File: src/rtl/core/bgjc_pkg.sv
// shared types, gains and helpers for the biped gait joint controller
`default_nettype none
package bgjc_pkg;

  localparam int AW  = 16;
  localparam int VW  = 24;
  localparam int TW  = 32;
  localparam int DW  = 32;
  localparam int IXW = 4;
  localparam int PW  = 42;
  localparam int FB  = 16;
  localparam int RW  = PW - FB;

  localparam logic [IXW-1:0] REG_ANKLE_TARGET     = 4'd0;
  localparam logic [IXW-1:0] REG_SHOULDER_TARGET  = 4'd1;
  localparam logic [IXW-1:0] REG_KNEE_TARGET      = 4'd2;
  localparam logic [IXW-1:0] REG_INTER_HIP_TARGET = 4'd3;
  localparam logic [IXW-1:0] REG_TORSO_TARGET     = 4'd4;
  localparam logic [IXW-1:0] REG_EARLY_SWING      = 4'd5;
  localparam logic [IXW-1:0] REG_VOLT_MIN         = 4'd6;
  localparam logic [IXW-1:0] REG_VOLT_MAX         = 4'd7;

  localparam logic signed [PW-1:0] GAIN_ANKLE        = 42'sd2780315;
  localparam logic signed [PW-1:0] GAIN_P5           = 42'sd1390158;
  localparam logic signed [PW-1:0] GAIN_KNEE_LATE    = 42'sd4259840;
  localparam logic signed [PW-1:0] GAIN_SWING_HIP    = 42'sd1112126;
  localparam logic signed [PW-1:0] GAIN_ST_HIP_INTER = 42'sd222425;
  localparam logic signed [PW-1:0] GAIN_ST_HIP_TORSO = 42'sd3892441;
  localparam logic signed [PW-1:0] ROUND_HALF        = 42'sd32768;
  localparam logic signed [RW-1:0] EARLY_KNEE_VOLTS  = -26'sd57344;
  localparam logic signed [VW-1:0] VOLT_MIN_RST      = -24'sd43909;
  localparam logic signed [VW-1:0] VOLT_MAX_RST      = 24'sd43909;
  localparam logic signed [RW-1:0] OUT_MAX           = 26'sd8388607;
  localparam logic signed [RW-1:0] OUT_MIN           = -26'sd8388608;

  typedef struct packed {
    logic signed [AW-1:0] ankle_target;
    logic signed [AW-1:0] shoulder_target;
    logic signed [AW-1:0] knee_target;
    logic signed [AW-1:0] inter_hip_target;
    logic signed [AW-1:0] torso_target;
    logic        [TW-1:0] early_swing_ticks;
    logic signed [VW-1:0] volt_min;
    logic signed [VW-1:0] volt_max;
  } cfg_t;

  typedef struct packed {
    logic                 early;
    logic signed [AW:0]   e_shoulder;
    logic signed [AW+1:0] e_hip;
    logic signed [AW:0]   e_torso;
    logic signed [AW:0]   e_knee_st;
    logic signed [AW:0]   e_knee_sw;
    logic signed [AW:0]   e_ank_st;
    logic signed [AW:0]   e_ank_sw;
  } item_t;

  typedef struct packed {
    logic push;
    logic pop;
    logic full;
    logic empty;
  } qctl_t;

  function automatic logic signed [RW-1:0] round16(input logic signed [PW-1:0] p);
    logic signed [PW-1:0] t;
    t = p + ROUND_HALF;
    return $signed(t[PW-1:FB]);
  endfunction

  function automatic logic signed [VW-1:0] sat24(input logic signed [RW-1:0] v);
    logic signed [RW-1:0] s;
    s = v;
    if (v > OUT_MAX) s = OUT_MAX;
    if (v < OUT_MIN) s = OUT_MIN;
    return s[VW-1:0];
  endfunction

  function automatic logic signed [VW-1:0] clamp_lim(input logic signed [RW-1:0] v,
                                                     input logic signed [VW-1:0] lo,
                                                     input logic signed [VW-1:0] hi);
    logic signed [RW-1:0] s;
    s = v;
    if (s > RW'(hi)) s = RW'(hi);
    if (s < RW'(lo)) s = RW'(lo);
    return s[VW-1:0];
  endfunction

endpackage
`default_nettype wire

File: src/rtl/core/biped_gait_joint_controller.sv
// top level of the biped gait joint controller: config registers, front, queue, back
// Usage:
//   in_*  : one sensor item per handshake (in_valid high, in_stall low at a clock edge).
//   out_* : seven joint voltages per item (out_valid high, out_stall low at a clock edge).
//   cfg_* : register writes by index (0..7), cfg_ready is always high; write only
//           while no item is in flight.
// Path: an accepted item is written into the queue, then into the multiply stage,
//   then into the round/clamp output register, where out_valid shows it.
// Throughput: one item per cycle while out_stall is low, set by the single
//   multiply stage and the two-entry queue that feeds it.
// Stall: a stalled output holds its value; the back end freezes, the queue fills,
//   and in_stall rises once both queue entries are taken.
// Reset (rst_n low, synchronous): queue and stages empty, swing timer and
//   contact history cleared, registers to their defaults (limits +-43909).
`default_nettype none
module biped_gait_joint_controller (
  input  wire logic               clk,
  input  wire logic               rst_n,
  input  wire logic               cfg_valid,
  output logic                    cfg_ready,
  input  wire logic [3:0]         cfg_index,
  input  wire logic [31:0]        cfg_data,
  input  wire logic               in_valid,
  output logic                    in_stall,
  input  wire logic               in_start_flag,
  input  wire logic [15:0]        in_time_step,
  input  wire logic signed [15:0] in_torso_angle,
  input  wire logic signed [15:0] in_shoulder_angle,
  input  wire logic signed [15:0] in_hip_swing_angle,
  input  wire logic signed [15:0] in_hip_stance_angle,
  input  wire logic signed [15:0] in_knee_swing_angle,
  input  wire logic signed [15:0] in_knee_stance_angle,
  input  wire logic signed [15:0] in_ankle_swing_angle,
  input  wire logic signed [15:0] in_ankle_stance_angle,
  input  wire logic               in_toe_swing_contact,
  input  wire logic               in_heel_swing_contact,
  output logic                    out_valid,
  input  wire logic               out_stall,
  output logic signed [23:0]      out_shoulder_volts,
  output logic signed [23:0]      out_stance_hip_volts,
  output logic signed [23:0]      out_swing_hip_volts,
  output logic signed [23:0]      out_stance_knee_volts,
  output logic signed [23:0]      out_swing_knee_volts,
  output logic signed [23:0]      out_stance_ankle_volts,
  output logic signed [23:0]      out_swing_ankle_volts
);
  import bgjc_pkg::*;

  cfg_t  cfg_r, cfg_nxt;
  item_t f_item, q_item;
  qctl_t qctl;
  logic  push, pop;

  assign cfg_ready = 1'b1;

  always_comb begin
    cfg_nxt = cfg_r;
    if (cfg_valid) begin
      case (cfg_index)
        REG_ANKLE_TARGET:     cfg_nxt.ankle_target     = cfg_data[AW-1:0];
        REG_SHOULDER_TARGET:  cfg_nxt.shoulder_target  = cfg_data[AW-1:0];
        REG_KNEE_TARGET:      cfg_nxt.knee_target      = cfg_data[AW-1:0];
        REG_INTER_HIP_TARGET: cfg_nxt.inter_hip_target = cfg_data[AW-1:0];
        REG_TORSO_TARGET:     cfg_nxt.torso_target     = cfg_data[AW-1:0];
        REG_EARLY_SWING:      cfg_nxt.early_swing_ticks = cfg_data[TW-1:0];
        REG_VOLT_MIN:         cfg_nxt.volt_min         = cfg_data[VW-1:0];
        REG_VOLT_MAX:         cfg_nxt.volt_max         = cfg_data[VW-1:0];
        default:              cfg_nxt = cfg_r;
      endcase
    end
  end

  always_ff @(posedge clk) begin
    if (!rst_n) begin
      cfg_r.ankle_target      <= '0;
      cfg_r.shoulder_target   <= '0;
      cfg_r.knee_target       <= '0;
      cfg_r.inter_hip_target  <= '0;
      cfg_r.torso_target      <= '0;
      cfg_r.early_swing_ticks <= '0;
      cfg_r.volt_min          <= VOLT_MIN_RST;
      cfg_r.volt_max          <= VOLT_MAX_RST;
    end else begin
      cfg_r <= cfg_nxt;
    end
  end

  bgjc_front u_front (
    .clk                   (clk),
    .rst_n                 (rst_n),
    .cfg                   (cfg_r),
    .q_full                (qctl.full),
    .in_valid              (in_valid),
    .in_stall              (in_stall),
    .in_start_flag         (in_start_flag),
    .in_time_step          (in_time_step),
    .in_torso_angle        (in_torso_angle),
    .in_shoulder_angle     (in_shoulder_angle),
    .in_hip_swing_angle    (in_hip_swing_angle),
    .in_hip_stance_angle   (in_hip_stance_angle),
    .in_knee_swing_angle   (in_knee_swing_angle),
    .in_knee_stance_angle  (in_knee_stance_angle),
    .in_ankle_swing_angle  (in_ankle_swing_angle),
    .in_ankle_stance_angle (in_ankle_stance_angle),
    .in_toe_swing_contact  (in_toe_swing_contact),
    .in_heel_swing_contact (in_heel_swing_contact),
    .push                  (push),
    .item                  (f_item)
  );

  bgjc_queue u_queue (
    .clk     (clk),
    .rst_n   (rst_n),
    .push    (push),
    .wr_item (f_item),
    .pop     (pop),
    .rd_item (q_item),
    .ctl     (qctl)
  );

  bgjc_back u_back (
    .clk                    (clk),
    .rst_n                  (rst_n),
    .cfg                    (cfg_r),
    .qctl                   (qctl),
    .item                   (q_item),
    .pop                    (pop),
    .out_valid              (out_valid),
    .out_stall              (out_stall),
    .out_shoulder_volts     (out_shoulder_volts),
    .out_stance_hip_volts   (out_stance_hip_volts),
    .out_swing_hip_volts    (out_swing_hip_volts),
    .out_stance_knee_volts  (out_stance_knee_volts),
    .out_swing_knee_volts   (out_swing_knee_volts),
    .out_stance_ankle_volts (out_stance_ankle_volts),
    .out_swing_ankle_volts  (out_swing_ankle_volts)
  );

endmodule
`default_nettype wire

File: src/rtl/core/bgjc_front.sv
// front end: accepts samples, runs the swing timer, forms the angle errors
`default_nettype none
module bgjc_front (
  input  wire logic                         clk,
  input  wire logic                         rst_n,
  input  wire bgjc_pkg::cfg_t               cfg,
  input  wire logic                         q_full,
  input  wire logic                         in_valid,
  output logic                              in_stall,
  input  wire logic                         in_start_flag,
  input  wire logic [15:0]                  in_time_step,
  input  wire logic signed [15:0]           in_torso_angle,
  input  wire logic signed [15:0]           in_shoulder_angle,
  input  wire logic signed [15:0]           in_hip_swing_angle,
  input  wire logic signed [15:0]           in_hip_stance_angle,
  input  wire logic signed [15:0]           in_knee_swing_angle,
  input  wire logic signed [15:0]           in_knee_stance_angle,
  input  wire logic signed [15:0]           in_ankle_swing_angle,
  input  wire logic signed [15:0]           in_ankle_stance_angle,
  input  wire logic                         in_toe_swing_contact,
  input  wire logic                         in_heel_swing_contact,
  output logic                              push,
  output bgjc_pkg::item_t                   item
);
  import bgjc_pkg::*;

  logic [TW-1:0] timer_r, timer_nxt;
  logic          prev_touch_r, prev_touch_nxt;
  logic          touch;
  logic signed [AW:0] hip_diff;

  assign in_stall = q_full;
  assign push     = in_valid && !q_full;
  assign touch    = in_toe_swing_contact || in_heel_swing_contact;

  always_comb begin
    timer_nxt = in_start_flag ? '0 : timer_r + TW'(in_time_step);
    if (touch && !prev_touch_r) timer_nxt = '0;
    prev_touch_nxt = touch;
  end

  always_ff @(posedge clk) begin
    if (!rst_n) begin
      timer_r      <= '0;
      prev_touch_r <= 1'b0;
    end else if (push) begin
      timer_r      <= timer_nxt;
      prev_touch_r <= prev_touch_nxt;
    end
  end

  assign hip_diff = (AW+1)'(in_hip_swing_angle) - (AW+1)'(in_hip_stance_angle);

  always_comb begin
    item.early      = timer_nxt < cfg.early_swing_ticks;
    item.e_shoulder = (AW+1)'(cfg.shoulder_target) - (AW+1)'(in_shoulder_angle);
    item.e_hip      = (AW+2)'(cfg.inter_hip_target) - (AW+2)'(hip_diff);
    item.e_torso    = (AW+1)'(cfg.torso_target) - (AW+1)'(in_torso_angle);
    item.e_knee_st  = (AW+1)'(cfg.knee_target) - (AW+1)'(in_knee_stance_angle);
    item.e_knee_sw  = (AW+1)'(cfg.knee_target) - (AW+1)'(in_knee_swing_angle);
    item.e_ank_st   = (AW+1)'(cfg.ankle_target) - (AW+1)'(in_ankle_stance_angle);
    item.e_ank_sw   = (AW+1)'(cfg.ankle_target) - (AW+1)'(in_ankle_swing_angle);
  end

endmodule
`default_nettype wire

File: src/rtl/core/bgjc_queue.sv
// two-entry queue between front end and back end
`default_nettype none
module bgjc_queue (
  input  wire logic            clk,
  input  wire logic            rst_n,
  input  wire logic            push,
  input  wire bgjc_pkg::item_t wr_item,
  input  wire logic            pop,
  output bgjc_pkg::item_t      rd_item,
  output bgjc_pkg::qctl_t      ctl
);
  import bgjc_pkg::*;

  item_t      mem_r [2];
  logic       wr_ptr_r, wr_ptr_nxt;
  logic       rd_ptr_r, rd_ptr_nxt;
  logic [1:0] count_r, count_nxt;

  assign ctl.push  = push;
  assign ctl.pop   = pop;
  assign ctl.full  = count_r == 2'd2;
  assign ctl.empty = count_r == 2'd0;
  assign rd_item   = mem_r[rd_ptr_r];

  always_comb begin
    wr_ptr_nxt = push ? !wr_ptr_r : wr_ptr_r;
    rd_ptr_nxt = pop  ? !rd_ptr_r : rd_ptr_r;
    count_nxt  = count_r + 2'(push) - 2'(pop);
  end

  always_ff @(posedge clk) begin
    if (!rst_n) begin
      wr_ptr_r <= 1'b0;
      rd_ptr_r <= 1'b0;
      count_r  <= 2'd0;
    end else begin
      wr_ptr_r <= wr_ptr_nxt;
      rd_ptr_r <= rd_ptr_nxt;
      count_r  <= count_nxt;
    end
  end

  always_ff @(posedge clk) begin
    if (push) mem_r[wr_ptr_r] <= wr_item;
  end

  a_no_overflow: assert property (@(posedge clk) disable iff (!rst_n)
    ctl.full |-> !push) else $error("queue written while full");
  a_no_underflow: assert property (@(posedge clk) disable iff (!rst_n)
    ctl.empty |-> !pop) else $error("queue read while empty");
  a_count_up: assert property (@(posedge clk) disable iff (!rst_n)
    (push && !pop) |=> count_r == $past(count_r) + 2'd1) else $error("queue count slip");
  a_count_range: assert property (@(posedge clk) disable iff (!rst_n)
    count_r != 2'd3) else $error("queue count out of range");

endmodule
`default_nettype wire

File: src/rtl/core/bgjc_back.sv
// back end: gain multiply, rounding, saturation and clamping, output register
`default_nettype none
module bgjc_back (
  input  wire logic               clk,
  input  wire logic               rst_n,
  input  wire bgjc_pkg::cfg_t     cfg,
  input  wire bgjc_pkg::qctl_t    qctl,
  input  wire bgjc_pkg::item_t    item,
  output logic                    pop,
  output logic                    out_valid,
  input  wire logic               out_stall,
  output logic signed [23:0]      out_shoulder_volts,
  output logic signed [23:0]      out_stance_hip_volts,
  output logic signed [23:0]      out_swing_hip_volts,
  output logic signed [23:0]      out_stance_knee_volts,
  output logic signed [23:0]      out_swing_knee_volts,
  output logic signed [23:0]      out_stance_ankle_volts,
  output logic signed [23:0]      out_swing_ankle_volts
);
  import bgjc_pkg::*;

  logic advance;
  logic v1_r, v1_nxt;
  logic ov_r, ov_nxt;

  logic                 early_r;
  logic signed [PW-1:0] p_sh_r, p_hi_r, p_to_r, p_kst_r, p_ksw_r, p_ast_r, p_asw_r, p_swh_r;
  logic signed [PW-1:0] p_sh_nxt, p_hi_nxt, p_to_nxt, p_kst_nxt, p_ksw_nxt;
  logic signed [PW-1:0] p_ast_nxt, p_asw_nxt, p_swh_nxt;
  logic signed [PW-1:0] st_hip_sum;
  logic signed [RW-1:0] knee_v;

  logic signed [VW-1:0] sh_r, sth_r, swh_r, stk_r, swk_r, sta_r, swa_r;
  logic signed [VW-1:0] sh_nxt, sth_nxt, swh_nxt, stk_nxt, swk_nxt, sta_nxt, swa_nxt;

  assign advance = !ov_r || !out_stall;
  assign pop     = advance && !qctl.empty;

  always_comb begin
    p_sh_nxt  = GAIN_P5           * PW'(item.e_shoulder);
    p_hi_nxt  = GAIN_ST_HIP_INTER * PW'(item.e_hip);
    p_swh_nxt = GAIN_SWING_HIP    * PW'(item.e_hip);
    p_to_nxt  = GAIN_ST_HIP_TORSO * PW'(item.e_torso);
    p_kst_nxt = GAIN_P5           * PW'(item.e_knee_st);
    p_ksw_nxt = GAIN_KNEE_LATE    * PW'(item.e_knee_sw);
    p_ast_nxt = GAIN_ANKLE        * PW'(item.e_ank_st);
    p_asw_nxt = GAIN_ANKLE        * PW'(item.e_ank_sw);
  end

  always_comb begin
    st_hip_sum = -p_hi_r - p_to_r;
    knee_v     = early_r ? EARLY_KNEE_VOLTS : round16(p_ksw_r);
    sh_nxt     = sat24(round16(p_sh_r));
    sth_nxt    = clamp_lim(round16(st_hip_sum), cfg.volt_min, cfg.volt_max);
    swh_nxt    = clamp_lim(round16(p_swh_r), cfg.volt_min, cfg.volt_max);
    stk_nxt    = sat24(round16(p_kst_r));
    swk_nxt    = clamp_lim(knee_v, cfg.volt_min, cfg.volt_max);
    sta_nxt    = sat24(round16(p_ast_r));
    swa_nxt    = sat24(round16(p_asw_r));
    v1_nxt     = advance ? !qctl.empty : v1_r;
    ov_nxt     = advance ? v1_r : ov_r;
  end

  always_ff @(posedge clk) begin
    if (!rst_n) begin
      v1_r <= 1'b0;
      ov_r <= 1'b0;
    end else begin
      v1_r <= v1_nxt;
      ov_r <= ov_nxt;
    end
  end

  always_ff @(posedge clk) begin
    if (pop) begin
      early_r <= item.early;
      p_sh_r  <= p_sh_nxt;
      p_hi_r  <= p_hi_nxt;
      p_swh_r <= p_swh_nxt;
      p_to_r  <= p_to_nxt;
      p_kst_r <= p_kst_nxt;
      p_ksw_r <= p_ksw_nxt;
      p_ast_r <= p_ast_nxt;
      p_asw_r <= p_asw_nxt;
    end
    if (advance && v1_r) begin
      sh_r  <= sh_nxt;
      sth_r <= sth_nxt;
      swh_r <= swh_nxt;
      stk_r <= stk_nxt;
      swk_r <= swk_nxt;
      sta_r <= sta_nxt;
      swa_r <= swa_nxt;
    end
  end

  assign out_valid              = ov_r;
  assign out_shoulder_volts     = sh_r;
  assign out_stance_hip_volts   = sth_r;
  assign out_swing_hip_volts    = swh_r;
  assign out_stance_knee_volts  = stk_r;
  assign out_swing_knee_volts   = swk_r;
  assign out_stance_ankle_volts = sta_r;
  assign out_swing_ankle_volts  = swa_r;

  a_hold_stage: assert property (@(posedge clk) disable iff (!rst_n)
    (ov_r && out_stall) |=> ov_r && v1_r == $past(v1_r)) else $error("stalled stage moved");
  a_pop_moves: assert property (@(posedge clk) disable iff (!rst_n)
    pop |=> v1_r) else $error("popped item lost");
  a_stage_to_out: assert property (@(posedge clk) disable iff (!rst_n)
    (v1_r && advance) |=> ov_r) else $error("stage item not delivered");

endmodule
`default_nettype wire
File: config.mk
export PLATFORM = sky130hd
export DESIGN_NAME = biped_gait_joint_controller
export DESIGN_NICKNAME = d
export VERILOG_FILES = /design/src/rtl/core/bgjc_pkg.sv /design/src/rtl/core/biped_gait_joint_controller.sv /design/src/rtl/core/bgjc_front.sv /design/src/rtl/core/bgjc_queue.sv /design/src/rtl/core/bgjc_back.sv
export SDC_FILE = /design/constraint.sdc
export NUM_CORES = 2
export LEC_CHECK = 0
export ABC_CLOCK_PERIOD_IN_PS = 20800
export BUFFER_PORTS_ARGS = -buffer_cell sky130_fd_sc_hd__buf_2
export CAP_MARGIN = 20
export CELL_PAD_IN_SITES_DETAIL_PLACEMENT = 1
export CELL_PAD_IN_SITES_GLOBAL_PLACEMENT = 1
export CORE_AREA = 2 2 441 443
export DETAILED_ROUTE_END_ITERATION = 12
export DIE_AREA = 0 0 443 445
export PLACE_DENSITY_LB_ADDON = 0.1
export REMOVE_ABC_BUFFERS = 1
export SLEW_MARGIN = 20
export SYNTH_ARGS = -nofsm -noshare
export SYNTH_HDL_FRONTEND = slang
export SYNTH_SLANG_ARGS = --single-unit
File: constraint.sdc
create_clock -name clk -period 20.8 [get_ports clk]
set_input_delay 4.16 -clock clk [delete_from_list [all_inputs] [get_ports clk]]
set_output_delay 4.16 -clock clk [all_outputs]
set_load 0.05 [all_outputs]
Yosys cells after proc, flatten, opt, wreduce, memory -nomap -nowiden
Memory sizes are Yosys's and may differ from the RTL's. A register that Yosys moved wholly into a read port is not among the register bits.
Index checks and enable logic that the tools add are counted.

word-level totals
  register bits = 685
  latch bits = 0
  memory bits (writable) = 242
  memory bits (read-only) = 0
  input port bits = 188
  output and inout bits = 171
  word-level logic and storage cells = 123
  memories = 1

operators by class
  $add $sub $neg = 20
  multipliers = 8
  divide/modulo/power cells = 0
  order comparisons = 15
  equality and inequality tests = 8
  shift-type cells = 0
  muxes and demuxes = 17
  bitwise gates (word level) = 0
  reduce and logical (&&, ||, !) cells = 23

memories
  memory         depth  bits a word  rd ports  clocked after Yosys merged registers in  write ports  RTL line          RTL
  u_queue.mem_r  2      121          1         1                                        1            bgjc_queue.sv:14  item_t mem_r [2];

operators by type and width
  cell                    count
  $add 42x17->42 const B  7
  $mux 24                 7
  $mul 23x17->40 const A  3
  $sub 16x16->17          7
  $gt 26x24->1 const B    4
  $lt 26x24->1 const B    4
  $mux 26                 4
  $gt 26x24->1            3
  $lt 26x24->1            3
  $mul 21x17->38 const A  2
  $mux 32                 2
  $neg 42->42             1
  $sub 42x42->42          1
  $mul 21x18->39 const A  1
  $mul 19x18->37 const A  1
  $add 32x16->32          1
  $lt 32x32->1            1
  $mul 8x17->25 const A   1
  $sub 16x17->18          1
  $eq 4x3->1 const B      4
  $reduce_and 2->1        8
  $eq 4x2->1 const B      2
  $logic_not 1->1         7
  $eq 4x1->1 const B      1
  8 further kinds         15

Depth between registers and ports, before layout
  depth in word-level cells = 7
  depth in mapped cells = 40
  gate-level depth less buffers = 36

Hierarchy
A second synthesis with hierarchy kept.

second synthesis, totals
  cells, all modules = 8465
  area, all modules = 88321.0 um^2

by module, submodules not included
  module                       times used  cells an instance  area an instance (um^2)  seq. area each (um^2)
  bgjc_back                    1           6164               63890.0                  11871.4
  bgjc_front                   1           1310               9240.1                   660.6
  bgjc_queue                   1           399                8993.6                   7367.1
  biped_gait_joint_controller  1           592                6197.2                   3203.1

Least setup slack after synthesis
Ideal clock, no wire load.

  path kind = input -> register
  start = in out_stall
  end = reg u_queue.count_r[1]
  library setup time = 0.115 ns
  arrival time = 10.076 ns
  required time = 20.685 ns
  slack = 10.610 ns
  stages on the path = 9
  path buffers = 0
  cells stage by stage = nand2_1 > o21ai_0 > inv_1 > ha_1 > inv_1 > ha_1 > xnor2_1 > xnor2_1 > and2_1

between the ends
  cells in the longest elaborated chain, start to end = 4

RTL lines
  item                    RTL line                           RTL
  start: declaration      biped_gait_joint_controller.sv:38  input wire logic out_stall,
  $logic_not 1->1         bgjc_back.sv:36                    assign advance = !ov_r || !out_stall;
  $logic_or 1x1->1        bgjc_back.sv:36
  $logic_and 1x1->1       bgjc_back.sv:37                    assign pop = advance && !qctl.empty;
  via pop                 biped_gait_joint_controller.sv:52  logic push, pop;
  $sub 2x1->2             bgjc_queue.sv:28                   count_nxt = count_r + 2'(push) - 2'(pop);
  end signal: assignment  bgjc_queue.sv:39                   count_r <= count_nxt;
  end: declaration        bgjc_queue.sv:17                   logic [1:0] count_r, count_nxt;

The timed path passes the listed nets, and every way through them passes these cells.
A chain may end at the register's enable or synchronous reset.

Final worst setup path
  start = reg u_back.p_to_r[6]
  end = reg u_back.sth_r[6] (netlist: u_back.out_stance_hip_volts[6]) (data pin)

between the ends
  cells in the longest elaborated chain, start to end = 6

RTL lines
  item                      RTL line         RTL
  start: declaration        bgjc_back.sv:27  logic signed [PW-1:0] p_sh_r, p_hi_r, p_to_r, p_kst_r, p_ksw_r, p_ast_r, p_asw_r, p_swh_r;
  start signal: assignment  bgjc_back.sv:80  p_to_r <= p_to_nxt;
  $sub 42x42->42 (*)        bgjc_back.sv:51  st_hip_sum = -p_hi_r - p_to_r;
  $add 42x17->42 (*)        bgjc_pkg.sv:67   t = p + ROUND_HALF;
  $gt 26x24->1              bgjc_pkg.sv:84   if (s > RW'(hi)) s = RW'(hi);
  $mux 26 (*)               bgjc_pkg.sv:84
  $lt 26x24->1              bgjc_pkg.sv:85   if (s < RW'(lo)) s = RW'(lo);
  $mux 24 (*)               bgjc_pkg.sv:85
  via u_back.sth_nxt[6]     bgjc_back.sv:34  logic signed [VW-1:0] sh_nxt, sth_nxt, swh_nxt, stk_nxt, swk_nxt, sta_nxt, swa_nxt;
  end signal: assignment    bgjc_back.sv:88  sth_r <= sth_nxt;
  end: declaration          bgjc_back.sv:33  logic signed [VW-1:0] sh_r, sth_r, swh_r, stk_r, swk_r, sta_r, swa_r;

Mark *: on every way through the listed nets, which the timed path passes. The rest lies on a longest branch.

==> results by group <==
Critical path
  • CP startpoint kind: flip-flop
  • Critical Path Start: u_back.p_to_r[6]
  • Top cell by count, worst path: ha_1
  • CP arrival: roughly 10000 ps
  • Req. time, crit path: 21300 ps
  • Critical path's largest stage delay: about 720 ps
  • CP Class: flip-flop to flip-flop
  • Critical Path End Type: flip-flop
  • Crit-path max FO: 43
  • Reg2reg start: u_back.p_to_r[6]
  • Crit-path slowest cell: xnor2_4

Clocking
  • CTS Buffer Depth: 3
  • CTS Buf Count: 104
  • CTS tree: done
  • Post-CTS Hold Buffers: 0
  • Clock Sinks: 836
  • PostCTS Resize Cnt: 0
  • H-tree levels: 3
  • Worst skew pair latency: 770 ps
  • Clock slew at reported path FFs: 60 ps
  • Postcts setup bufs: 0
  • CTS Root Cell: clkbuf_16

Detailed routing
  • Detailed-route DRC error count: 0
  • TritonRoute pass-1 iters: 5
  • Wirelength, routed: ~260000 um
  • DR vias: about 60000
  • Post-DR wirelength/cell: about 23 um
  • Initial DRC Count: 2507
  • Post-DRT Antenna Nets: 0
  • Vias per inst: 5.32

Timing
  • Worst Skew: ~40 ps
  • F_max: 103 MHz
  • Period minus WS final: just under 10000 ps
  • Part of the cycle the worst path needs: between 40% and 50%
  • Hold slack: 469 ps
  • Max-slew violation count: 0
  • Final Setup Violations: 0
  • Final Hold Vio Count: 0
  • Post-route setup slack: around 11000 ps
  • RSZ-0062 raised after global routing: no
  • Rel. slew slack: between 20% and 30%
  • Tightest Pin Transition: about 1100 ps
  • Setup_tns: 0 ps

GRT
  • GR Util All Layers: 26.6%
  • Total grt overflow: 0
  • First-pass GRT wire length: 398000 um
  • Largest net degree at the start of global routing: 125
  • Initial antenna violation count: 13
  • Vias in the first global route: about 66000

Logic synthesis
  • Asr flop ratio synth: 0%
  • Synth area leader: edfxtp_1
  • YS warnings: 0
  • Yosys reg bits: 836
  • Sequential fraction of the synthesis area: 26.8%
  • Synth top area cells: edfxtp_1 22%, ha_1 22%, fa_1 19%
  • Ys flop type: edfxtp_1
  • Synth top area share: roughly 22%
  • Post-synthesis instance total: roughly 8300
  • Post-synth EDFFs: between 600 and 700
  • Cell Area, Synth: about 86000 sq um
  • Synth cell types: 90
  • Mean Syn Cell Area: between 10 and 15 sq um

Outcome
  • Status: complete, no violations

Layout
  • Fillcell total: about 21000
  • Final layout net count: about 11000
  • Syn-to-layout area delta: 9.77%
  • Cell area after layout: 94500 sq um
  • Layout cells sized above 1: between 9 and 10%

Placement
  • Count of input and output buffers: 357
  • Place WS: about 11000 ps
  • Placed inst area: around 91000 sq um
  • Final HPWL DP: between 200000 and 250000 um
  • Routability cong.: 0.962

Die
  • Chip Width: 443 um
  • Num ports: 359
  • Starting Density: around 45%
  • FP Rows: roughly 160
  • Die area: 197000 sq um
  • Die Y: 445 um
  • Core Region: between 150000 and 200000 sq um

Min path
  • Hold wc startpoint: cfg_r[102]
  • Hold WC Path Type: flip-flop to flip-flop

Run
  • MaxCap Viol Count: 0
## cell families after synthesis
family | Yosys count | synth area share (%)
compound gates | 1125 | 8.61
xor+xnor | 375 | 3.83
fa+ha+maj | 2320 | 40.8
buf+inv | 1818 | 7.97
flops | 836 | 26.8
mux | 273 | 3.50
other cells | 1 | 0.00436
simple gates | 1544 | 8.44
## registers in the layout (all words and copies together), names as in the netlist, 25 cells and up, named ones only
signal / flops
u_back.p_swh_r: 25
u_back.p_hi_r: 37
u_front.timer_r: 32
u_back.p_ast_r: 25
u_back.p_to_r: 40
cfg_r: 160
u_back.p_asw_r: 25
u_back.p_ksw_r: 25
u_queue.mem_r: 242
## Yosys cell counts (6+ instances only)
master	instances
mux2_4	20
clkbuf_1	115
nor4_1	22
a211oi_1	29
o21a_1	69
o2111ai_1	10
nor3_1	99
o22ai_1	12
ha_1	1510
dfxtp_1	200
a21oi_1	259
a221oi_1	6
xor2_1	117
nand2_1	509
edfxtp_1	636
o31ai_1	12
nand4_1	65
nand3b_1	15
fa_1	810
a2111oi_0	13
o211ai_1	37
a211o_1	11
a21o_1	136
mux2_2	144
xnor2_1	257
a31oi_1	24
and3_1	49
inv_1	1683
mux2i_1	108
or3_1	21
nor2b_1	125
o221ai_1	6
a21boi_0	166
and4_1	14
o41ai_1	11
nand3_1	118
nor2_1	388
buf_1	9
or2_2	33
o21ai_0	227
o21bai_1	25
nand2b_1	30
and2_1	27
## final timing paths
path,endpoint,slack [ps],cells after the start
worst max-delay path,u_back.out_stance_hip_volts[6],11090,34
worst min-delay path,cfg_r[102],470,2
worst max register to register,u_back.out_stance_hip_volts[6],11090,34
worst min register to register,cfg_r[102],470,2
## metal layers
metal | GRT usage (%) | wire [um] | vias up
met1 | 32.2 | 108000 | 30211
met4 | 10.7 | 12000 | 2
met5 | 0 | 13 | -
li1 | - | - | 28456
met2 | 48.3 | 133000 | 910
met3 | 2.52 | 7350 | 349
## metrics by stage
| step | util (%) | std cells |
|---|---|---|
| after floorplan | - | 8158 |
| after global placement | 47.3 | 11072 |
| after detailed placement | 47.3 | 11072 |
| after CTS | 49.2 | 11266 |
| after global routing | 49.2 | 11271 |
| final | 49.2 | 11274 |
## worst max-delay path, delay by kind of cell, from the launching register on
kind                       cells  cell delay, ps
DFF                            1             360
adders and majority gates      4             990
muxes                          2             750
AOI/OAI and AO/OA             12            3060
buffers and inverters          2             280
and+or+nand+nor               13            3290
xor gates and xnor gates       1             720
## final cells by class
type | count | area (sq um) | share of cell area [%]
clock buffer | 134 | 2890 | 3.06
sequential | 836 | 23100 | 24.5
antenna | 5 | 12.5 | 0.0132
inverter | 1684 | 6330 | 6.70
multi-input combinational | 5638 | 56200 | 59.5
clock inverter | 60 | 697 | 0.738
timing repair buffer | 391 | 2090 | 2.22
tap | 2526 | 3160 | 3.35
## layout by cell type, fill, tap and decap left out, drive strengths merged, types with 134 or more instances in the layout
cell type / n
xnor2: 258
buf: 391
a21oi: 260
a21o: 136
mux2: 165
edfxtp: 636
fa: 810
a21boi: 170
nor2: 388
ha: 1510
o21ai: 232
inv: 1690
dfxtp: 200
nand2: 510
clkbuf: 134
Power is left out: the tool's default activity adds up to more than one toggle a clock period on the data nets, which glitch-free logic cannot reach.
